File: config.mk
export PLATFORM = sky130hd
export DESIGN_NAME = epoch_to_calendar
export DESIGN_NICKNAME = d
export VERILOG_FILES = /design/src/hw/rtl/e2c_pkg.sv /design/src/hw/rtl/e2c_sub_unit.sv /design/src/hw/rtl/epoch_to_calendar.sv
export SDC_FILE = /design/constraint.sdc
export NUM_CORES = 1
export LEC_CHECK = 0
export BUFFER_PORTS_ARGS = -buffer_cell sky130_fd_sc_hd__buf_2
export CORE_MARGIN = 2
export CORE_UTILIZATION = 55
export CTS_BUF_LIST = sky130_fd_sc_hd__clkbuf_16
export CTS_CLUSTER_DIAMETER = 30
export DETAILED_ROUTE_END_ITERATION = 10
export PLACE_DENSITY = 0.72
export SLEW_MARGIN = 20
export SYNTH_ARGS = -nofsm -noshare
export SYNTH_HDL_FRONTEND = slang
export SYNTH_SLANG_ARGS = --single-unit
File: constraint.sdc
create_clock -name clk -period 9.1 [get_ports clk]
set_clock_uncertainty 0.05 [all_clocks]
set_input_delay 0.91 -clock clk [delete_from_list [all_inputs] [get_ports clk]]
set_output_delay 0.91 -clock clk [all_outputs]
set_load 0.05 [all_outputs]
File: src/hw/rtl/e2c_pkg.sv
// ============================================================================
// e2c_pkg: shared types and constants for the epoch to calendar converter
// Holds the sequencer state codes, the division phase codes, the reciprocal
// constants, the result type of the shared subtract unit and the month table.
// ============================================================================
package e2c_pkg;

    // Width of the shared compare and subtract unit. The day count never
    // exceeds 49710, so 16 bits cover every operand.
    localparam int OPND_W = 16;
    localparam int REM_W  = 6;

    localparam logic [11:0] BASE_YEAR = 12'd1970;

    // Reciprocals for division by multiplication. The product bits from
    // QUO_LSB upward give the exact quotient for every 32-bit dividend.
    localparam logic [31:0] RECIP_60   = 32'h8888_8889;
    localparam logic [31:0] RECIP_24   = 32'hAAAA_AAAB;
    localparam int          QUO_LSB_60 = 37;
    localparam int          QUO_LSB_24 = 36;

    localparam logic [OPND_W-1:0] QUAD_DAYS       = OPND_W'(1461);
    localparam logic [OPND_W-1:0] LEAP_DAYS       = OPND_W'(366);
    localparam logic [OPND_W-1:0] NORMAL_DAYS     = OPND_W'(365);

    typedef enum logic [5:0] {
        ST_IDLE  = 6'b000001,
        ST_DIV   = 6'b000010,
        ST_QUAD  = 6'b000100,
        ST_YEAR  = 6'b001000,
        ST_MONTH = 6'b010000,
        ST_DONE  = 6'b100000
    } e2c_state_t;

    typedef enum logic [1:0] {
        DIV_SEC  = 2'd0,
        DIV_MIN  = 2'd1,
        DIV_HOUR = 2'd2,
        DIV_LAST = 2'd3
    } e2c_div_t;

    typedef struct packed {
        logic              ge;
        logic [OPND_W-1:0] diff;
    } e2c_sub_res_t;

    // Length of the month with zero-based index idx; February follows leap.
    function automatic logic [4:0] month_days(input logic [3:0] idx, input logic leap);
        logic [4:0] len;
        unique case (idx)
            4'd1:                      len = leap ? 5'd29 : 5'd28;
            4'd3, 4'd5, 4'd8, 4'd10:   len = 5'd30;
            default:                   len = 5'd31;
        endcase
        return len;
    endfunction

endpackage

File: src/hw/rtl/e2c_sub_unit.sv
// ============================================================================
// e2c_sub_unit: shared compare and subtract unit
// Computes a - b together with the a >= b flag; every calendar step of the
// converter (four-year blocks, years, months) goes through it.
// ============================================================================
module e2c_sub_unit (
    input  logic [e2c_pkg::OPND_W-1:0] a,
    input  logic [e2c_pkg::OPND_W-1:0] b,
    output e2c_pkg::e2c_sub_res_t      res
);
    import e2c_pkg::*;

    logic [OPND_W:0] wide;

    // The borrow out of the extended subtraction is the compare result.
    assign wide     = {1'b0, a} - {1'b0, b};
    assign res.ge   = ~wide[OPND_W];
    assign res.diff = wide[OPND_W-1:0];

endmodule

File: src/hw/rtl/epoch_to_calendar.sv
// ============================================================================
// epoch_to_calendar: Unix seconds to calendar date and time
// Converts a 32-bit count of seconds since 1970-01-01 00:00:00 into second,
// minute, hour, day of month, month and year with one shared subtract unit.
// ============================================================================
// An accepted input word keeps in_ready low until its output word has been
// loaded into the output register, so the block takes no new word before it
// is through with the last. The conversion first splits off the time of
// day: one 32 by 32 bit multiplier is reused for the three divisions by 60,
// 60 and 24 through reciprocal multiplication, and each remainder follows in
// the next division step from the low bits of its dividend.
// The rest of the time is set by the single compare and subtract unit, one
// step per cycle: up to 34 four-year blocks of 1461 days, up to three single
// years and up to eleven months, each walk closed by one compare that fails
// or by reaching December. Every year divisible by four counts as a leap
// year, 2100 included. The finished result sits in an output register, so the
// next input word is taken as soon as that register has been loaded, even
// while out_valid waits for out_ready; a result still waiting there holds the
// following conversion in its last cycle until the receiver takes it.
module epoch_to_calendar (
    input  logic        clk,
    input  logic        rst_n,
    input  logic        in_valid,
    output logic        in_ready,
    input  logic [31:0] unix_time,
    output logic        out_valid,
    input  logic        out_ready,
    output logic [5:0]  second_of_minute,
    output logic [5:0]  minute_of_hour,
    output logic [4:0]  hour_of_day,
    output logic [4:0]  day_of_month,
    output logic [3:0]  month_number,
    output logic [11:0] full_year
);
    import e2c_pkg::*;

    // Sequencer and output handshake state.
    e2c_state_t state_reg, state_next;
    logic       out_valid_reg, out_valid_next;

    // Working registers.
    e2c_div_t          div_idx_reg, div_idx_next;
    logic [31:0]       q_reg, q_next;
    logic [REM_W-1:0]  low_reg, low_next;
    logic [REM_W-1:0]  sec_reg, sec_next;
    logic [REM_W-1:0]  min_reg, min_next;
    logic [4:0]        hour_reg, hour_next;
    logic [OPND_W-1:0] days_reg, days_next;
    logic [11:0]       year_reg, year_next;
    logic [3:0]        month_reg, month_next;

    // Output registers.
    logic [5:0]  out_sec_reg;
    logic [5:0]  out_min_reg;
    logic [4:0]  out_hour_reg;
    logic [4:0]  out_day_reg;
    logic [3:0]  out_month_reg;
    logic [11:0] out_year_reg;

    logic              load_out;
    logic              leap;
    logic [31:0]       recip;
    logic [63:0]       product;
    logic [31:0]       quotient;
    logic [REM_W-1:0]  rem_60;
    logic [4:0]        rem_24;
    logic [OPND_W-1:0] unit_a;
    logic [OPND_W-1:0] unit_b;
    e2c_sub_res_t      unit_res;

    assign leap = (year_reg[1:0] == 2'b00);

    // Shared multiplier for the three divisions. The dividend sits in q_reg
    // and is replaced by its quotient at every division step.
    assign recip    = (div_idx_reg == DIV_HOUR) ? RECIP_24 : RECIP_60;
    assign product  = {32'd0, q_reg} * {32'd0, recip};
    assign quotient = (div_idx_reg == DIV_HOUR)
                    ? {{(QUO_LSB_24 - 32){1'b0}}, product[63:QUO_LSB_24]}
                    : {{(QUO_LSB_60 - 32){1'b0}}, product[63:QUO_LSB_60]};

    // A remainder is below 64, so only low bits matter. Since 60 is -4
    // modulo 64 and 24 is -8 modulo 32, it is the low bits of the dividend
    // plus a small multiple of the quotient that now sits in q_reg.
    assign rem_60 = low_reg + {q_reg[3:0], 2'b00};
    assign rem_24 = low_reg[4:0] + {q_reg[1:0], 3'b000};

    // Operand selection for the shared unit. The day count is always the
    // minuend; the subtrahend depends on which walk is running.
    always_comb
    begin
        unit_a = days_reg;
        unit_b = QUAD_DAYS;
        unique case (state_reg)
            ST_QUAD:
            begin
                unit_b = QUAD_DAYS;
            end
            ST_YEAR:
            begin
                unit_b = leap ? LEAP_DAYS : NORMAL_DAYS;
            end
            ST_MONTH:
            begin
                unit_b = OPND_W'(month_days(month_reg, leap));
            end
            default:
            begin
                unit_b = QUAD_DAYS;
            end
        endcase
    end

    e2c_sub_unit u_sub (
        .a   (unit_a),
        .b   (unit_b),
        .res (unit_res)
    );

    // Sequencer. A four-year block starting at 1970 always holds 1461 days,
    // so whole blocks are removed first and single years only at the end.
    always_comb
    begin
        state_next   = state_reg;
        div_idx_next = div_idx_reg;
        q_next       = q_reg;
        low_next     = low_reg;
        sec_next     = sec_reg;
        min_next     = min_reg;
        hour_next    = hour_reg;
        days_next    = days_reg;
        year_next    = year_reg;
        month_next   = month_reg;
        load_out     = 1'b0;

        unique case (state_reg)
            ST_IDLE:
            begin
                if (in_valid)
                begin
                    q_next       = unix_time;
                    div_idx_next = DIV_SEC;
                    state_next   = ST_DIV;
                end
            end
            ST_DIV:
            begin
                // Each step divides q_reg and keeps the dividend's low bits,
                // while the remainder of the step before is completed.
                q_next   = quotient;
                low_next = q_reg[REM_W-1:0];
                unique case (div_idx_reg)
                    DIV_SEC:
                    begin
                        div_idx_next = DIV_MIN;
                    end
                    DIV_MIN:
                    begin
                        sec_next     = rem_60;
                        div_idx_next = DIV_HOUR;
                    end
                    DIV_HOUR:
                    begin
                        min_next     = rem_60;
                        div_idx_next = DIV_LAST;
                    end
                    DIV_LAST:
                    begin
                        hour_next  = rem_24;
                        days_next  = q_reg[OPND_W-1:0];
                        year_next  = BASE_YEAR;
                        state_next = ST_QUAD;
                    end
                endcase
            end
            ST_QUAD:
            begin
                if (unit_res.ge)
                begin
                    days_next = unit_res.diff;
                    year_next = year_reg + 12'd4;
                end
                else
                begin
                    state_next = ST_YEAR;
                end
            end
            ST_YEAR:
            begin
                if (unit_res.ge)
                begin
                    days_next = unit_res.diff;
                    year_next = year_reg + 12'd1;
                end
                else
                begin
                    month_next = '0;
                    state_next = ST_MONTH;
                end
            end
            ST_MONTH:
            begin
                if (unit_res.ge && (month_reg != 4'd11))
                begin
                    days_next  = unit_res.diff;
                    month_next = month_reg + 4'd1;
                end
                else
                begin
                    state_next = ST_DONE;
                end
            end
            ST_DONE:
            begin
                if (!out_valid_reg || out_ready)
                begin
                    load_out   = 1'b1;
                    state_next = ST_IDLE;
                end
            end
            default:
            begin
                state_next = ST_IDLE;
            end
        endcase
    end

    always_comb
    begin
        if (load_out)
        begin
            out_valid_next = 1'b1;
        end
        else if (out_ready)
        begin
            out_valid_next = 1'b0;
        end
        else
        begin
            out_valid_next = out_valid_reg;
        end
    end

    always_ff @(posedge clk or negedge rst_n)
    begin
        if (!rst_n)
        begin
            state_reg     <= ST_IDLE;
            out_valid_reg <= 1'b0;
        end
        else
        begin
            state_reg     <= state_next;
            out_valid_reg <= out_valid_next;
        end
    end

    always_ff @(posedge clk)
    begin
        div_idx_reg <= div_idx_next;
        q_reg       <= q_next;
        low_reg     <= low_next;
        sec_reg     <= sec_next;
        min_reg     <= min_next;
        hour_reg    <= hour_next;
        days_reg    <= days_next;
        year_reg    <= year_next;
        month_reg   <= month_next;
        if (load_out)
        begin
            out_sec_reg   <= sec_reg;
            out_min_reg   <= min_reg;
            out_hour_reg  <= hour_reg;
            out_day_reg   <= days_reg[4:0] + 5'd1;
            out_month_reg <= month_reg + 4'd1;
            out_year_reg  <= year_reg;
        end
    end

    assign in_ready         = (state_reg == ST_IDLE);
    assign out_valid        = out_valid_reg;
    assign second_of_minute = out_sec_reg;
    assign minute_of_hour   = out_min_reg;
    assign hour_of_day      = out_hour_reg;
    assign day_of_month     = out_day_reg;
    assign month_number     = out_month_reg;
    assign full_year        = out_year_reg;

`ifndef SYNTH
    // An accepted word starts the division at once and blocks further input.
    a_accept_starts: assert property (@(posedge clk) disable iff (!rst_n)
        (in_valid && in_ready) |=> (state_reg == ST_DIV) && !in_ready)
        else $error("accepted word did not start the division");

    // The time of day split is complete and in range once the year walk runs.
    a_tod_bound: assert property (@(posedge clk) disable iff (!rst_n)
        (state_reg == ST_YEAR) |-> (sec_reg < 6'd60) && (min_reg < 6'd60)
                                   && (hour_reg < 5'd24))
        else $error("time of day working value out of range");

    // Once the year loop has finished, fewer days remain than a year holds.
    a_days_bound: assert property (@(posedge clk) disable iff (!rst_n)
        (state_reg == ST_MONTH) |-> (days_reg < LEAP_DAYS))
        else $error("day count left for the month walk exceeds a year");

    // Delivered time of day fields are in range.
    a_time_range: assert property (@(posedge clk) disable iff (!rst_n)
        out_valid |-> (second_of_minute < 6'd60) && (minute_of_hour < 6'd60)
                      && (hour_of_day < 5'd24))
        else $error("time of day field out of range");

    // Delivered date fields are in range.
    a_date_range: assert property (@(posedge clk) disable iff (!rst_n)
        out_valid |-> (month_number >= 4'd1) && (month_number <= 4'd12)
                      && (day_of_month >= 5'd1) && (full_year >= BASE_YEAR)
                      && (full_year <= 12'd2106))
        else $error("date field out of range");
`endif

endmodule

# Word-level counts from Yosys, hierarchy flattened
# Index checks and enable logic that the tools add are counted.
[classes] n_addsub=7 n_mul=1 n_eq_ne=26 n_mux=33 n_bitwise=1 n_reduce_logical=21
[ops] op="multiplier 32 x 32 -> 64 bit" n=1
[ops] op="case mux 32 bit (2 select lines)" n=1
[ops] op="two-way mux 16 bit" n=3
[ops] op="case mux 16 bit (3 select lines)" n=1
[ops] op="two-way mux 12 bit" n=3
[ops] op="two-way mux 6 bit" n=6
[ops] op="case mux 12 bit (3 select lines)" n=1
[ops] op="case mux 6 bit (6 select lines)" n=1
[ops] op="two-way mux 32 bit" n=1
[ops] op="two-way mux 30 bit" n=1
[ops] op="two-way mux 28 bit" n=1
[ops] op="case mux 11 bit (2 select lines)" n=1
[ops] op="subtractor 16 x 11 -> 17 bit" n=1
[ops] op="!= test 2 bit, second input constant" n=8
[ops] op="adder 12 x 1 -> 12 bit, second input constant" n=1
[ops] op="adder 12 x 3 -> 12 bit, second input constant" n=1
[ops] op="== test 4 bit, second input constant" n=2
[ops] op="two-way mux 4 bit" n=2
[ops] op="case mux 2 bit (2 select lines)" n=2
[ops] op="case mux 4 bit (2 select lines)" n=1
[ops] op="AND reduction 2 bit" n=4
[ops] op="AND reduction 4 bit" n=2
[ops] op="adder 6 bit" n=1
[ops] op="== test 6 x 1 -> 1 bit, second input constant" n=1
[ops] op="30 further kinds" n=42
[totals] register_bits=134 in_bits=36 output_inout_bits=40

# Depth between registers and ports, before layout
[logic_depth] depth_word=9 ltp_mapped=32 ltp_nobuf=31

# Modules after synthesis
# From an unflattened synthesis, not the netlist that was laid out.
[unflattened] cells_unflattened=2436 hier_area_um2=24498.5
[by_module_without_submodules] mod="epoch_to_calendar" instances=1 cells_each=2319 area_per_inst_um2=23671.5
[by_module_without_submodules] mod="e2c_sub_unit" instances=1 cells_each=117 area_per_inst_um2=827.0

# Worst setup path after synthesis
# OpenSTA, ideal clock, no wires.
[synth_path] path_type="reg-to-reg" from="register div_idx_reg[0]" to="register q_reg[24] (data pin)" arrival_time_ns=7.795 path_slack_ns=0.998 path_stages_with_launch=31 n_path_buf=3 synth_period_minus_slack_ns=8.102 path_cell_list="edfxtp_1 -> inv_1 -> ha_1 -> clkbuf_1 -> clkbuf_1 -> clkbuf_1 -> nand2_1 -> inv_1 -> ha_1 -> fa_1 -> inv_1 -> fa_1 -> fa_1 -> inv_1 -> fa_1 -> fa_1 -> fa_1 -> inv_1 -> fa_1 -> inv_1 -> ha_1 -> nand3_2 -> nor4_1 -> nand2_1 -> a311oi_2 -> nor3_2 -> a21oi_4 -> a311oi_2 -> nor3_1 -> o31ai_1 -> a32o_1"
[synth_via] elab_chain_len=5
[synth_lines] element="start, declared" line="epoch_to_calendar.sv:42" rtl="e2c_div_t div_idx_reg, div_idx_next;"
[synth_lines] element="start signal, assigned" line="epoch_to_calendar.sv:259" rtl="div_idx_reg <= div_idx_next;"
[synth_lines] element="== test 2 bit *" line="epoch_to_calendar.sv:75, epoch_to_calendar.sv:77"
[synth_lines] element="two-way mux 30 bit" line="epoch_to_calendar.sv:75" rtl="assign recip = (div_idx_reg == DIV_HOUR) ? RECIP_24 : RECIP_60;"
[synth_lines] element="multiplier 32 x 32 -> 64 bit" line="epoch_to_calendar.sv:76" rtl="assign product = {32'd0, q_reg} * {32'd0, recip};"
[synth_lines] element="two-way mux 28 bit *" line="epoch_to_calendar.sv:78" rtl="? {{(QUO_LSB_24 - 32){1'b0}}, product[63:QUO_LSB_24]}"
[synth_lines] element="case mux 32 bit (2 select lines) *" line="epoch_to_calendar.sv:135" rtl="unique case (state_reg)"
[synth_lines] element="net q_next[24]" line="epoch_to_calendar.sv:43" rtl="logic [31:0] q_reg, q_next;"
[synth_lines] element="end signal, assigned" line="epoch_to_calendar.sv:260" rtl="q_reg <= q_next;"
[synth_lines] element="end, declared" line="epoch_to_calendar.sv:43"
# The timed path passes the listed nets; every way through them passes the cells marked *.
# A chain may end at the register's enable or synchronous reset.

# Final worst setup path
[layout_path] from="register div_idx_reg[0]" to="register q_reg[23] (data pin)"
# The elaborated chain is that of the path after synthesis.

==> summary.md <==
| Metric | Value |
|---|---|
| Vias per Instance | `5.59` |
| Commonest non-fill, non-tap cell in the layout | `inv_1` |
| Most frequent cells in the layout | `inv_1, fa_1, ha_1` |
| Maximum clock frequency | `115 MHz` |
| Clock sink total | `about 130` |
| I/O pin cnt | `76` |
| Kind of critical path | `reg2reg` |
| FF+latch count, synth | `approximately 130` |
| Cts bufs inserted | `17` |
| Post-DP HPWL | `roughly 64000 um` |
| Routability Congestion | `just over 1` |
| Crit path required time | `about 9200 ps` |
| Relative slew slack | `about 33%` |
| Initial core utilization | `between 50% and 60%` |
| Largest net degree at the start of global routing | `54` |
| Max-cap violations | `0` |
| Slew Viols, Final | `0` |
| Post-synth EDFFs | `between 100 and 150` |
| Area of the multi-input gates | `17700 sq um` |
| R2r setup slk | `410 ps` |
| Layout cells sized above 1 | `between 7 and 8%` |
| Detail Route Antenna Nets | `0` |
| Violation count after the first detailed-route iteration | `around 1200` |
| Max FO, Critical Path | `20` |
| DR pass1 iterations | `5` |
| Worst Setup End Kind | `register` |
| DIE AREA | `approximately 46000 sq um` |
| Initial antenna violation count | `0` |
| Crit path DAT | `between 8000 and 9000 ps` |
| Total negative slack | `0 ps` |
| Fraction of registers with async set/reset | `under 10%` |
| RR Endpoint | `q_reg[23]` |
| Vias | `17600` |
| H-tree levels | `4` |
| IO Port Bufs | `75` |
| Register area | `3990 sq um` |
| GRT Overall Usage | `between 30% and 40%` |
| Crit path time final | `~8700 ps` |
| Synth Instances | `about 2400` |
| WL final | `roughly 73000 um` |
| Count of different cell masters after synthesis | `82` |
| Worst Tran Pin Value | `~1000 ps` |
| HP Class | `in2async` |
| Root Buffer Master | `clkbuf_16` |
| Setup Buffers After CTS | `0` |
| Met2 Use GR | `roughly 55%` |
| Primary FF master, synth | `edfxtp_1` |
| Routed WL per cell | `approximately 23 um` |
| GRT Max-Usage Layer | `met2` |
| GR Overflow Total | `0` |
| Core Rows | `77` |
| Final Hold Fails | `0` |
| Worst-path clk slew | `approximately 60 ps` |
| Reg2reg path depth | `25` |
| Worst r2r src | `div_idx_reg[0]` |
| Nets | `between 3000 and 4000` |
| Die H | `214 um` |
| Final period util | `around 95%` |
| GR Util met1 | `roughly 40%` |
| RSZ-0062 raised after global routing | `false` |
| Met3 GRT Util | `between 4 and 5%` |
| P&R area growth vs syn | `8.20%` |
| Insertion delay to the later sink of the worst-skew pair | `around 440 ps` |
| Clock buffer depth | `2` |
| CP Launch Point | `div_idx_reg[0]` |
| CORE AREA | `~44000 sq um` |
| Status | `finished, final reports clean` |
| Syn Nets | `~3300` |
| CTS tree | `built` |
| Synth warn | `0` |
| Seq/Total Area, Yosys | `16.4%` |
| Vias in the first global route | `18800` |
| Post-Syn Area | `around 24000 sq um` |
| First-pass GRT wire length | `111000 um` |
| Drt drc | `0` |
| Fill cells | `3859` |
| Max FFs per register | `32` |
| Pre-CTS setup slack | `about 130 ps` |
| # setup viols final | `0` |
| Die width | `between 200 and 250 um` |
| Setup crit start kind | `register` |
| # diodes | `0` |
| Syn_area_per_cell | `slightly below 10 sq um` |
| Crit path setup slack, layout | `approximately 410 ps` |
-- metal layers --
metal	routed length, um	share of wire [%]
met1	28900	40
met2	34400	47
met3	4180	5.8
met4	5250	7.2
met5	0	0
-- per-stage QoR --
| stage | utilization, % | area, sq um | cells | hold slack (ps) |
|---|---|---|---|---|
| after detailed placement | 58.4 | 25600 | 3120 | 355 |
| after CTS | 59.7 | 26200 | 3152 | 236 |
| after global placement | 58.4 | 25600 | 3120 | 350 |
| after floorplan | - | 24300 | 2443 | 350 |
| final | 59.8 | 26300 | 3153 | 255 |
| after global routing | 59.8 | 26300 | 3153 | 248 |
-- final cells by class --
class                   instances  share of cell area [%]
multi-input cells            1606                    67.3
flip-flops and latches        134                    15.2
inverters                     663                    9.47
repair buffers                126                    2.96
well taps                     592                    2.82
clock buffers                  17                    1.62
clock inverters                15                   0.633
-- cells in the mapped netlist, types with 7 or more instances --
cell type  number  share of area (%)
and2_1         17               0.44
o221ai_1        7               0.25
inv_1         661                 10
buf_2           8               0.16
nor3_1         11               0.23
nand3b_1        7               0.22
nor4_1          7               0.18
a21oi_1        90                1.9
nor2_1        103                1.6
a21o_1         35                1.1
mux2i_1         7               0.29
xnor2_1        74                2.7
xor2_1         29                1.0
nand3_1        33               0.68
o21a_1         12               0.37
a31oi_1        12               0.31
clkbuf_1       30               0.46
edfxtp_1      127                 16
nor2b_1         7               0.18
o211ai_1       11               0.34
nand4_1        13               0.33
ha_1          390                 20
or2_2           8               0.21
fa_1          390                 32
nand2_1       155                2.4
o21ai_0        53                1.1
o21bai_1        8               0.25
o31ai_1         9               0.28
nand2b_1       11               0.28
o21ai_1        12               0.25
-- cell families after synthesis --
family                     Yosys count  synth area share [%]
DFF                                134                  16.4
and+or+nand+nor                    403                  7.72
AOI/OAI and AO/OA                  312                  8.69
xor gates and xnor gates           103                  3.71
buffers and inverters              703                  10.9
adders and majority gates          780                  52.2
muxes                                8                 0.335
-- worst max-delay path, stage by stage (launching register included) --
cell and delay, ps:
edfxtp_1 450, inv_1 160, ha_4 360, nand2_1 290
nor2_1 610, inv_1 160, fa_1 600, fa_1 490
fa_1 550, inv_1 50, fa_1 570, fa_1 440
fa_1 520, fa_1 420, ha_1 380, a21oi_1 290
o21ai_0 150, a41oi_1 310, a21boi_1 130, nor3_2 250
buf_4 180, a21oi_4 90, a211oi_2 410, xnor2_1 190
nand2_1 70, a32o_1 260
-- repair_timing --
action                     in CTS  in global routing
setup endpoints to repair       0                 19
hold buffers                    0                  0
gates resized for setup         0                  4
-- how the worst max path moves through the flow --
stage	end	slack, ps
final	q_reg[23]	410
after global routing	q_reg[23]	10
after CTS	q_reg[24]	90
after detailed placement	q_reg[21]	130
after global placement	q_reg[24]	210
after floorplan	q_reg[24]	1000
Power is left out: the tool's default activity adds up to more than one toggle a clock period on the data nets, which glitch-free logic cannot reach.
